$ cat src/sv/kclc_pkg.sv
// kclc_pkg: shared types and constants of the keypad code lock controller.
// No dependencies; imported by the controller, the datapath and the top level.

package kclc_pkg;

    // Geometry of one stored access code
    localparam int CODE_BYTES   = 16;
    localparam int CODE_W       = 8 * CODE_BYTES;
    localparam int LEN_W        = 5;
    localparam int MIN_CODE_LEN = 4;

    // Timing constants
    localparam logic [31:0] IDLE_DEADLINE      = 32'd4294967290;
    localparam logic [31:0] DEFAULT_AUTO_CLOSE = 32'd5000;
    localparam logic [31:0] AUTOMATION_GUARD   = 32'd500;

    // Byte that ends a stored code; an erased slot is all of these
    localparam logic [7:0] END_BYTE = 8'hFF;

    // Trailing bytes 13..15 of the typed code that switch an open door
    localparam logic [23:0] SFX_HOLD_OPEN = 24'h0A010A;
    localparam logic [23:0] SFX_NORMAL    = 24'h0A020A;

    // Factory reset code, 13 bytes, compared with the typed trailing bytes
    localparam int          WIPE_LEN  = 13;
    localparam logic [103:0] WIPE_CODE = 104'h00000000_01020301_01080204_03;

    // Mode command codes
    localparam logic [1:0] MODE_NORMAL = 2'd0;
    localparam logic [1:0] MODE_HELD   = 2'd1;
    localparam logic [1:0] MODE_FORCED = 2'd2;

    // Input transaction kinds
    typedef enum logic [1:0] {
        ACT_TICK  = 2'd0,
        ACT_CODE  = 2'd1,
        ACT_MODE  = 2'd2,
        ACT_WRITE = 2'd3
    } action_t;

    // How the datapath resolves the current item
    typedef enum logic [1:0] {
        CK_DIRECT = 2'd0,
        CK_MATCH  = 2'd1,
        CK_WIPE   = 2'd2,
        CK_MISS   = 2'd3
    } commit_kind_t;

    // Controller states
    typedef enum logic [2:0] {
        ST_CLEAR = 3'd0,
        ST_IDLE  = 3'd1,
        ST_EXEC  = 3'd2,
        ST_SCAN  = 3'd3,
        ST_DONE  = 3'd4
    } state_t;

    // Commands from controller to datapath
    typedef struct packed {
        logic         capture;
        logic         clear_run;
        logic         scan_start;
        logic         scan_run;
        logic         commit;
        commit_kind_t kind;
    } kclc_cmd_t;

    // Status from datapath to controller
    typedef struct packed {
        action_t act;
        logic    suffix_cmd;
        logic    scan_hit;
        logic    scan_end;
        logic    wipe_hit;
        logic    clear_last;
        logic    out_free;
    } kclc_status_t;

endpackage

$ cat src/sv/kclc_ctrl.sv
// kclc_ctrl: sequencing state machine of the keypad code lock controller.
// Depends on kclc_pkg; drives the datapath through kclc_cmd_t only.

module kclc_ctrl
    import kclc_pkg::*;
(
    input  logic         aclk,
    input  logic         aresetn,
    input  logic         s_tvalid,
    output logic         s_tready,
    input  kclc_status_t sts,
    output kclc_cmd_t    cmd
);

    state_t       state_reg, state_next;
    commit_kind_t kind_reg, kind_next;

    // State register; reset starts with the table clearing pass
    always_ff @(posedge aclk) begin
        if (!aresetn) begin
            state_reg <= ST_CLEAR;
            kind_reg  <= CK_MISS;
        end else begin
            state_reg <= state_next;
            kind_reg  <= kind_next;
        end
    end

    // Next state and commands
    always_comb begin
        state_next     = state_reg;
        kind_next      = kind_reg;
        s_tready       = 1'b0;
        cmd            = '0;
        cmd.kind       = kind_reg;
        unique case (state_reg)
            ST_CLEAR: begin
                cmd.clear_run = 1'b1;
                if (sts.clear_last) begin
                    state_next = ST_IDLE;
                end
            end
            ST_IDLE: begin
                s_tready    = 1'b1;
                cmd.capture = s_tvalid;
                if (s_tvalid) begin
                    state_next = ST_EXEC;
                end
            end
            ST_EXEC: begin
                // code entries without a suffix command go through the table
                if (sts.act == ACT_CODE && !sts.suffix_cmd) begin
                    cmd.scan_start = 1'b1;
                    state_next     = ST_SCAN;
                end else begin
                    kind_next  = CK_DIRECT;
                    state_next = ST_DONE;
                end
            end
            ST_SCAN: begin
                cmd.scan_run = 1'b1;
                if (sts.scan_hit) begin
                    kind_next  = CK_MATCH;
                    state_next = ST_DONE;
                end else if (sts.scan_end) begin
                    kind_next  = sts.wipe_hit ? CK_WIPE : CK_MISS;
                    state_next = ST_DONE;
                end
            end
            ST_DONE: begin
                // commit state and result together once the output register frees
                if (sts.out_free) begin
                    cmd.commit = 1'b1;
                    state_next = (kind_reg == CK_WIPE) ? ST_CLEAR : ST_IDLE;
                end
            end
            default: begin
                state_next = ST_CLEAR;
            end
        endcase
    end

endmodule

$ cat config.mk
export PLATFORM = sky130hd
export DESIGN_NAME = kclc_ctrl
export DESIGN_NICKNAME = d
export VERILOG_FILES = /design/src/sv/kclc_pkg.sv /design/src/sv/kclc_ctrl.sv
export SDC_FILE = /design/constraint.sdc
export NUM_CORES = 1
export LEC_CHECK = 0
export ABC_AREA = 1
export BUFFER_PORTS_ARGS = -buffer_cell sky130_fd_sc_hd__buf_2
export CORE_AREA = 2 2 39 41
export CTS_CLUSTER_DIAMETER = 200
export CTS_CLUSTER_SIZE = 12
export DETAILED_ROUTE_END_ITERATION = 8
export DIE_AREA = 0 0 41 43
export GPL_ROUTABILITY_DRIVEN = 0
export PLACE_DENSITY_LB_ADDON = 0.2
export SYNTH_ARGS = -nofsm -noshare
export SYNTH_HDL_FRONTEND = slang
export SYNTH_SLANG_ARGS = --single-unit
$ cat constraint.sdc
create_clock -name aclk -period 1.2 [get_ports aclk]
set_input_delay 0 -clock aclk [delete_from_list [all_inputs] [get_ports aclk]]
set_output_delay 0 -clock aclk [all_outputs]
set_load 0.05 [all_outputs]
==> flow_metrics.tcl <==
set metrics [dict create \
    synth_area_um2 341.6 \
    drc_errors 0 \
    power_uw 761.8 \
    cts_tree "built" \
    p_int_uw 439.5 \
    cts_root_buffer "clkbuf_4" \
    cts_max_level 1 \
    wire_per_inst_um 9.245 \
    die_area_um2 1763 \
    power_frac_comb_pct 45.5 \
    path_class "reg2out" \
    cp_cell_sequence "nand2_1, nor2_4, buf_2" \
    grt_pass1_wl_um 1469 \
    wl_um 869 \
    p_seq_share_pct 29.0 \
    switching_power_uw 322.3 \
    finalSetupViolations 0 \
    syn2layout_area_growth_pct 68.50 \
    finalCritPeriodShare_pct 96.95 \
    cp_max_fo 5 \
    dp_hpwl_um 724.2 \
    startpoint_type "flip-flop" \
    hold_depth 4 \
    syn_nets 65 \
    fillers 158 \
    grt_pass1_vias 369 \
    tightest_slew_ps 345.5 \
    finalInstanceArea_um2 575.6 \
    grt_usage_pct 12.58 \
    grt_util_met2_pct 19.06 \
    layout_min_cycle_time_ps 1163 \
    drtAntennaViolNets 0 \
    firstDrtPassIters 4 \
    grt_setup_unrepaired "true" \
    cts.clk_slew.worst_paths_ps 40 \
    clockPowerShare_pct 25.5 \
    worstHoldPathType "in2reg" \
    synth-seq-cells 5 \
    port_buffers 18 \
    initial_core_util_pct 24.68 \
    cts_sinks 5 \
    critPathSlowestCell "dfxtp_4" \
    vias 414 \
    placed_area_um2 466.7 \
    cts_buffers 3 \
    status "completed" \
    synth_edf_count 0 \
    die_w_um 41 \
    diodes 0 \
    power_density_nw_per_um2 1324 \
    drive_gt1_share_pct 53.85 \
    die_y_um 43 \
    clockBufferDepth 2 \
    use_met3_pct 4.712 \
    synth_warnings 0 \
    seq_area_frac_synth_pct 29.30 \
    nets 90 \
    drt_iter0_drc 15 \
    crit_path_end_kind "primary output" \
    clk_latency_ps 240 \
    synth_cells 54 \
    r2r_cells 7 \
    switching_share_pct 42.31 \
    hold_start "sts[2]" \
    timing.rr.start "state_reg[0]" \
    grt_overflow 0 \
    power.leakage_uw 0.0003056 \
    maxSlewViolCount 0 \
    fmax_mhz 859.6 \
    cp_slowest_stage_delay_ps 390 \
    worstSetupStartpoint "state_reg[0]" \
    peakVddDrop_v 0.0006301 \
    largest_reg_flops 3 \
    core_um2 1384 \
    yosysUniqueCellTypes 17 \
    async_flop_share_pct 0 \
    required_ps 1200 \
    grt_max_degree 7 \
    antenna_found_initial 0 \
    top_usage_layer "met2" \
    final_hold_viol_count 0 \
    timing.slew.headroom_pct 76.92 \
    ios 19 \
    ys.flop_type "dfxtp_1" \
    viasPerCell 4.404 \
    rows 14 \
    pre_cts_ws_ps 39.86 \
    skew_ps 3.577 \
    layout_setup_ws_ps 36.66 \
    cap_violations 0 \
    grtUsageMet1_pct 14.89 \
    cp.arrival_ps 1160 \
    synth.avg_cell_area_um2 6.326 \
]
worst max-delay path: cells and delay by family, from the launching register on:
family                 cells  cell delay [ps]
flip-flops                 1              390
buffers and inverters      1              280
AND/OR/NAND/NOR            2              250
stage by stage:
stage / std cells / setup TNS [ps] / utilization (%) / hold slack (ps)
floorplan: 54 / -2.157 / - / 84.47
finish: 94 / 0 / 41.59 / 35.17
global placement: 88 / 0 / 33.73 / 222.0
detailed placement: 88 / 0 / 33.73 / 217.1
CTS: 94 / -1.340 / 38.52 / 33.38
global route: 94 / -65.13 / 41.59 / 77.95
layout by cell type (no fill, tap or decap):
cell type | synthesis | routed
a21oi_1 | 4 | 3
a21oi_2 | 1 | 2
a31oi_1 | 1 | 1
buf_2 | 0 | 13
buf_4 | 0 | 1
buf_6 | 0 | 4
buf_8 | 0 | 1
clkbuf_1 | 0 | 1
clkbuf_4 | 0 | 3
dfxtp_1 | 5 | 2
dfxtp_2 | 0 | 1
dfxtp_4 | 0 | 2
dlygate4sd3_1 | 0 | 1
inv_1 | 10 | 10
inv_4 | 0 | 2
nand2_1 | 9 | 8
nand2_2 | 3 | 4
nand2_4 | 1 | 1
nand3_1 | 4 | 4
nand3_2 | 1 | 1
nand4_1 | 1 | 1
nor2_1 | 5 | 3
nor2_2 | 4 | 3
nor2_4 | 0 | 3
nor3_2 | 0 | 1
nor3b_1 | 1 | 1
o21ai_1 | 1 | 1
power by group through the flow:
stage	registers (uW)	clock network, uW	logic, uW
2_1_floorplan	235	0	204
3_3_place_gp	216	0	291
3_5_place_dp	215	0	292
4_1_cts	213	203	316
5_1_grt	224	212	378
6_report	221	194	347
synth_stat cells, types with 2 or more instances:
library cell	n	share of area, %
dfxtp_1	5	29
nor2_2	4	7.3
nand2_2	3	5.5
nor2_1	5	5.5
inv_1	10	11
a21oi_1	4	5.9
nand3_1	4	5.9
nand2_1	9	9.9
inv_2	2	2.2
layout make-up:
cell class	count	area (um^2)	area share (%)
clock buffer	4	26.28	4.565
inverter	12	50.05	8.696
multi-input combinational	37	227.7	39.57
sequential	5	108.9	18.91
tap	16	20.02	3.478
timing repair buffer	20	142.6	24.78
layer usage:
| layer | wire length, um | up-vias | share of wire, % |
|---|---|---|---|
| li1 | - | 216 | - |
| met1 | 387 | 182 | 45 |
| met2 | 427 | 16 | 49 |
| met3 | 55 | 0 | 6.3 |
| met4 | 0 | 0 | 0 |
| met5 | 0 | - | 0 |
kinds of logic (layout without fill, tap and decap cells):
| group | after synthesis | after routing | share of synthesized area [%] |
|---|---|---|---|
| AO/OA/AOI/OAI | 7 | 7 | 11.72 |
| buffers and inverters | 12 | 36 | 13.19 |
| flip-flops | 5 | 5 | 29.31 |
| AND/OR/NAND/NOR | 30 | 30 | 45.79 |
final timing paths:
| kind | to | slack [ps] |
|---|---|---|
| worst min-delay path | kind_reg[0] | 40 |
| worst min register to register | kind_reg[1] | 510 |
| worst max-delay path | cmd[3] | 40 |
| worst max register to register | state_reg[1] | 110 |
timing repair:
action	in CTS	in global routing
hold buffers	1	0
gates resized for setup	8	14
buffers inserted	1	0
pin swaps	1	0
endpoints found under the setup margin	4	8
cloned	0	0
hold endpoints to repair	1	0
Power figures use the tool's default switching activity.
